===== src/hw/rtl/fat12_pkg.sv =====
// Shared types and constants for the FAT12 cluster chain engine.
`default_nettype none
package fat12_pkg;
    localparam int unsigned TableBytes = 6144;
    localparam int unsigned SearchLimit = 4086;

    localparam logic [2:0] KIND_LOAD  = 3'd0;
    localparam logic [2:0] KIND_READ  = 3'd1;
    localparam logic [2:0] KIND_GET   = 3'd2;
    localparam logic [2:0] KIND_SET   = 3'd3;
    localparam logic [2:0] KIND_ALLOC = 3'd4;
    localparam logic [2:0] KIND_FREE  = 3'd5;
    localparam logic [2:0] KIND_FIND  = 3'd6;

    localparam logic [1:0] ST_OK    = 2'd0;
    localparam logic [1:0] ST_FULL  = 2'd1;
    localparam logic [1:0] ST_RANGE = 2'd2;

    localparam logic [11:0] EocMark = 12'hFFF;
    localparam logic [11:0] EocMin  = 12'hFF8;

    // datapath commands from the controller
    typedef struct packed {
        logic        ld_item;    // capture input item
        logic        rd_lo;      // read byte at entry offset (or byte address)
        logic        rd_hi;      // read byte at entry offset + 1
        logic        wr_lo;      // write low byte of current entry
        logic        wr_hi;      // write high byte of current entry
        logic        wr_raw;     // load-kind byte write
        logic        ent_cur;    // 0: entry index = cur, 1: entry index = prev
        logic        wval_sel;   // 0: write EocMark, 1: write cur (link), 2 via zero
        logic        wval_zero;  // write zero
        logic        wval_item;  // write item's entry_value
        logic        cur_init2;  // cur <= 2
        logic        cur_inc;    // cur <= cur + 1
        logic        cur_from_ent; // cur <= entry value read
        logic        prev_ld;    // prev <= cur, first <= cur if count==0
        logic        cnt_inc;
        logic        cap_byte;   // capture byte_out from read data
        logic        cap_val;    // value <= assembled entry
        logic        cap_first;  // value <= first
        logic        cap_cur;    // value <= cur
        logic        set_full;
        logic        set_range;
    } fat12_cmd_t;

    typedef struct packed {
        logic [2:0] kind;
        logic       addr_ok;     // byte address in range
        logic       ent_zero;    // assembled entry is zero
        logic       cur_end;     // cur >= SearchLimit
        logic       free_stop;   // cur < 2 or cur >= EocMin
        logic       cnt_done;    // count >= need
        logic       cnt_zero;
    } fat12_sts_t;
endpackage
`default_nettype wire


===== src/hw/rtl/fat12_ctrl.sv =====
// Controller state machine sequencing table accesses for each item kind.
`default_nettype none
module fat12_ctrl (
    input  wire logic                  aclk,
    input  wire logic                  aresetn,
    input  wire logic                  s_fire,
    output logic                       s_ready,
    output logic                       m_valid,
    input  wire logic                  m_ready,
    output logic                       clr_result,
    output fat12_pkg::fat12_cmd_t      cmd,
    input  wire fat12_pkg::fat12_sts_t sts
);
    localparam logic [3:0] S_IDLE  = 4'd0;
    localparam logic [3:0] S_DISP  = 4'd1;
    localparam logic [3:0] S_RDLO  = 4'd2;  // issue low read
    localparam logic [3:0] S_RDHI  = 4'd3;  // issue high read
    localparam logic [3:0] S_WAIT1 = 4'd4;
    localparam logic [3:0] S_WAIT2 = 4'd5;
    localparam logic [3:0] S_EVAL  = 4'd6;  // entry assembled
    localparam logic [3:0] S_WRHI  = 4'd7;
    localparam logic [3:0] S_LINK  = 4'd8;  // link prev to cur: read prev
    localparam logic [3:0] S_RAWRD = 4'd9;
    localparam logic [3:0] S_DONE  = 4'd10;
    localparam logic [3:0] S_LWAIT = 4'd11;
    localparam logic [3:0] S_LWR   = 4'd12;
    localparam logic [3:0] S_LWRHI = 4'd13;
    localparam logic [3:0] S_ADV   = 4'd14;

    logic [3:0] state_reg, state_next;
    logic       link_reg, link_next;   // entry ops target prev

    always_ff @(posedge aclk) begin
        if (!aresetn) begin
            state_reg <= S_IDLE;
            link_reg  <= 1'b0;
        end else begin
            state_reg <= state_next;
            link_reg  <= link_next;
        end
    end

    assign s_ready    = (state_reg == S_IDLE);
    assign m_valid    = (state_reg == S_DONE);
    assign clr_result = s_fire;

    always_comb begin
        state_next = state_reg;
        link_next  = link_reg;
        cmd        = '0;
        cmd.ent_cur = link_reg;
        unique case (state_reg)
            S_IDLE: begin
                if (s_fire) begin
                    cmd.ld_item = 1'b1;
                    link_next   = 1'b0;
                    state_next  = S_DISP;
                end
            end
            S_DISP: begin
                unique case (sts.kind)
                    fat12_pkg::KIND_LOAD: begin
                        if (sts.addr_ok) cmd.wr_raw = 1'b1;
                        else cmd.set_range = 1'b1;
                        state_next = S_DONE;
                    end
                    fat12_pkg::KIND_READ: begin
                        if (sts.addr_ok) state_next = S_RAWRD;
                        else begin
                            cmd.set_range = 1'b1;
                            state_next = S_DONE;
                        end
                    end
                    fat12_pkg::KIND_GET, fat12_pkg::KIND_SET: state_next = S_RDLO;
                    fat12_pkg::KIND_ALLOC, fat12_pkg::KIND_FIND: begin
                        cmd.cur_init2 = 1'b1;
                        state_next = S_ADV;
                    end
                    fat12_pkg::KIND_FREE: state_next = S_ADV;
                    default: state_next = S_DONE;
                endcase
            end
            S_RAWRD: begin
                state_next = S_WAIT1;
            end
            S_ADV: begin
                // loop head for search and free walks
                if (sts.kind == fat12_pkg::KIND_FREE) begin
                    state_next = sts.free_stop ? S_DONE : S_RDLO;
                end else if (sts.kind == fat12_pkg::KIND_ALLOC && sts.cnt_done) begin
                    cmd.cap_first = 1'b1;
                    state_next = S_DONE;
                end else if (sts.cur_end) begin
                    cmd.set_full = 1'b1;
                    if (sts.kind == fat12_pkg::KIND_ALLOC) cmd.cap_first = 1'b1;
                    state_next = S_DONE;
                end else begin
                    state_next = S_RDLO;
                end
            end
            S_RDLO: begin
                cmd.rd_lo = 1'b1;
                state_next = S_RDHI;
            end
            S_RDHI: begin
                cmd.rd_hi = 1'b1;
                state_next = S_WAIT1;
            end
            S_WAIT1: begin
                if (sts.kind == fat12_pkg::KIND_READ) begin
                    cmd.cap_byte = 1'b1;
                    state_next = S_DONE;
                end else begin
                    state_next = S_EVAL;
                end
            end
            S_EVAL: begin
                unique case (sts.kind)
                    fat12_pkg::KIND_GET: begin
                        cmd.cap_val = 1'b1;
                        state_next = S_DONE;
                    end
                    fat12_pkg::KIND_SET: begin
                        cmd.wval_item = 1'b1;
                        cmd.wr_lo = 1'b1;
                        state_next = S_WRHI;
                    end
                    fat12_pkg::KIND_FIND: begin
                        if (sts.ent_zero) begin
                            cmd.cap_cur = 1'b1;
                            state_next = S_DONE;
                        end else begin
                            cmd.cur_inc = 1'b1;
                            state_next = S_ADV;
                        end
                    end
                    fat12_pkg::KIND_ALLOC: begin
                        if (sts.ent_zero) begin
                            cmd.wr_lo = 1'b1;   // mark end of chain
                            state_next = S_WRHI;
                        end else begin
                            cmd.cur_inc = 1'b1;
                            state_next = S_ADV;
                        end
                    end
                    fat12_pkg::KIND_FREE: begin
                        cmd.wval_zero = 1'b1;
                        cmd.wr_lo = 1'b1;
                        state_next = S_WRHI;
                    end
                    default: state_next = S_DONE;
                endcase
            end
            S_WRHI: begin
                cmd.wval_zero = (sts.kind == fat12_pkg::KIND_FREE);
                cmd.wval_item = (sts.kind == fat12_pkg::KIND_SET);
                cmd.wr_hi = 1'b1;
                unique case (sts.kind)
                    fat12_pkg::KIND_FREE: begin
                        cmd.cnt_inc = 1'b1;
                        cmd.cur_from_ent = 1'b1;
                        state_next = S_ADV;
                    end
                    fat12_pkg::KIND_ALLOC: begin
                        if (sts.cnt_zero) begin
                            cmd.prev_ld = 1'b1;
                            cmd.cnt_inc = 1'b1;
                            cmd.cur_inc = 1'b1;
                            state_next = S_ADV;
                        end else begin
                            link_next = 1'b1;
                            state_next = S_LINK;
                        end
                    end
                    default: state_next = S_DONE;
                endcase
            end
            // link previous cluster to the current one
            S_LINK: begin
                cmd.rd_lo = 1'b1;
                state_next = S_LWAIT;
            end
            S_LWAIT: begin
                cmd.rd_hi = 1'b1;
                state_next = S_WAIT2;
            end
            S_WAIT2: begin
                state_next = S_LWR;
            end
            S_LWR: begin
                cmd.wval_sel = 1'b1;
                cmd.wr_lo = 1'b1;
                state_next = S_LWRHI;
            end
            S_LWRHI: begin
                cmd.wval_sel = 1'b1;
                cmd.wr_hi = 1'b1;
                cmd.prev_ld = 1'b1;
                cmd.cnt_inc = 1'b1;
                cmd.cur_inc = 1'b1;
                link_next = 1'b0;
                state_next = S_ADV;
            end
            S_DONE: begin
                if (m_ready) state_next = S_IDLE;
            end
            default: state_next = S_IDLE;
        endcase
    end
endmodule
`default_nettype wire


===== config.mk =====
export PLATFORM = sky130hd
export DESIGN_NAME = fat12_ctrl
export DESIGN_NICKNAME = d
export VERILOG_FILES = /design/src/hw/rtl/fat12_pkg.sv /design/src/hw/rtl/fat12_ctrl.sv
export SDC_FILE = /design/constraint.sdc
export NUM_CORES = 1
export LEC_CHECK = 0
export BUFFER_PORTS_ARGS = -buffer_cell sky130_fd_sc_hd__buf_2
export CAP_MARGIN = 5
export CELL_PAD_IN_SITES_DETAIL_PLACEMENT = 0
export CELL_PAD_IN_SITES_GLOBAL_PLACEMENT = 1
export CORE_UTILIZATION = 32
export DETAILED_ROUTE_END_ITERATION = 8
export PLACE_DENSITY_LB_ADDON = 0.3
export RECOVER_POWER = 25
export SETUP_SLACK_MARGIN = 0.5
export SYNTH_ARGS = -nofsm -noshare
export SYNTH_HDL_FRONTEND = slang
export SYNTH_SLANG_ARGS = --single-unit

===== constraint.sdc =====
create_clock -name aclk -period 2 [get_ports aclk]
set_input_delay 0.3 -clock aclk [delete_from_list [all_inputs] [get_ports aclk]]
set_output_delay 0.3 -clock aclk [all_outputs]
set_load 0.01 [all_outputs]

==> flow_summary.ini <==
[status]
status = complete, no violations

[min_path]
holdPathStages = 2
min_to = state_reg[1]
hold_path_startpoint = aresetn
hold_class = primary input to flip-flop

[floorplanning]
core-area_um2 = 2212
rows = 17
start_util_pct = 34.22
ios = 37
dieArea_um2 = 2564
die_x_um = 50.64
dieHeight_um = 50.64

[layout]
drive_above_1_share_pct = 60.47
diodes = 0
fillers = 201
syn_to_final_growth_pct = 80.17
final_util_pct = 61.65
largest_reg_flops = 4
fin_nets = 186

[yosys]
synth_top_cell_by_area = dfxtp_1
synth_area_leaders = dfxtp_1, nor2_1, a21oi_1
avgSynthCellArea_um2 = 6.640
ys.flop_type = dfxtp_1
synth_cell_types = 42
ys_seq_elements = 5
syn-instance-count = 114
netlist.area_leader.share_pct = 13.22
yosys.cell_count.top_type = nor2_1
netlist_area_um2 = 757.0
ys_async_sr_fraction_pct = 0
yosys-top-cells-count = nor2_1, nand2_1, a21oi_1, nor3_1, dfxtp_1
synth_nets = 127
synth_edf_count = 0
synth_warnings = 0
ys_seq_area_share_pct = 13.22

[critical_path]
worst_setup_path_end_kind = primary output
r2r_start = state_reg[3]
reg2reg_to = state_reg[0]
crit_required_ns = 1.70
worst-setup-path-type = flip-flop to primary output
r2r_slack_ns = 0.51
startpoint_type = flip-flop
setup.worst_path.start = state_reg[3]
worstPathMaxFanout = 7
ff2ff_path_depth = 5
critPathArrivalTime_ns = 1.36

[routing]
wl_mm = 3.145
drtAntennaViolNets = 0
wl_per_cell_um = 15.73
drc = 0
drtIter0Drc = 46
num_vias = 1121
via_per_inst = 5.605
drt_pass1_iterations = 4

[job]
maxCapViolations = 0

[cts]
htreeDepth = 1
cts_tree = yes
cts_buffers = 3
cts_sinks = 5
clkLatencyLatePin_ns = 0.26
cts_root_buffer = clkbuf_4
clk_pin_slew_worst_paths_ns = 0.05
clock_path_buffers = 2
hold_buffers = 0

[placed_design]
place.gp.congestion = 0.8736
pre_cts_ws_ns = 0.3698
portBuffers = 36
dp_hpwl_mm = 1.792

[sta]
slew_headroom_pct = 75.56
min_period_ns = 1.662
post-route-period-util_pct = 83.08
finalHoldViolations = 0
setup_ws_ns = 0.3385
finalClockSkew_ns = 0.003127
setup_tns_ns = 0
fmax_ghz = 0.6019
setup_viol = 0
rsz0062_at_grt = yes
drv_slew = 0
tightest_slew_ns = 0.3644

[grt]
antenna_found_initial = 0
first_global_vias = 1017
grtUsageTotal_pct = 24.39
grt_pass1_wl_mm = 4.733
grt_max_degree = 10
gr-total-overflow = 0

[pwr]
p_per_area_nw_per_um2 = 1169
p_leak_nw = 0.5969
vdd_drop_max_uv = 697.9
power_mw = 1.594
power breakdown:
part           internal, mW  leakage [nW]  switching [mW]
clock                0.0762        0.0150          0.0530
combinational         0.601         0.538           0.619
sequential            0.157        0.0437          0.0881
layer usage:
metal | part of all wire, % | global-route usage [%]
met5 | 0 | 0
met4 | 2.9 | 9.722
met3 | 5.6 | 1.818
met2 | 50 | 42.67
met1 | 41 | 30.52
metrics by stage:
step	std cells	area (um^2)	hold slack (ns)
floorplan	114	757.0	0.4279
global placement	174	929.6	0.4593
detailed placement	174	929.6	0.4710
CTS	196	1260	0.3158
global route	200	1364	0.3083
finish	200	1364	0.3104
cell type report:
type | instances | area [um^2] | share of cell area (%)
multi-input cells | 96 | 739.5 | 54.22
repair buffers | 63 | 427.9 | 31.38
flip-flops and latches | 5 | 115.1 | 8.440
well taps | 28 | 35.03 | 2.569
clock buffers | 4 | 26.28 | 1.927
inverters | 4 | 20.02 | 1.468
what timing repair did:
action,4_1_cts,5_1_grt
gates resized for setup,47,17
setup endpoints to repair,24,21
buffers inserted,18,4
pin swaps,14,6
critical path, stage by stage, from the launching register on:
cell	delay [ns]
dfxtp_4	0.38
nor2_1	0.23
nand3_1	0.16
nor3b_2	0.19
buf_2	0.15
logic make-up after synthesis:
group | count (synthesis) | synth area share (%)
AO/OA/AOI/OAI | 35 | 31.57
buffers and inverters | 13 | 12.56
AND/OR/NAND/NOR | 60 | 41.32
flip-flops | 5 | 13.22
multiplexers | 1 | 1.322
worst max-delay path by stage:
stage	endpoint	slack [ns]	cells past startpoint
2_1_floorplan	cmd[9]	0.55	4
3_3_place_gp	cmd[3]	0.40	5
3_5_place_dp	cmd[3]	0.37	5
4_1_cts	cmd[15]	0.43	4
5_1_grt	cmd[15]	0.24	4
6_report	cmd[15]	0.34	4
layout by cell type, fill, tap and decap left out, types with 4 or more instances in the layout:
master	netlist	layout
o21ai_0	4	4
buf_4	3	20
dfxtp_4	0	4
a21oi_1	9	7
buf_6	1	9
nor2_2	0	4
nor2_1	18	11
clkbuf_1	0	4
buf_2	2	30
nand2_1	12	8
nor3_2	0	4
Power figures use the tool's default switching activity.
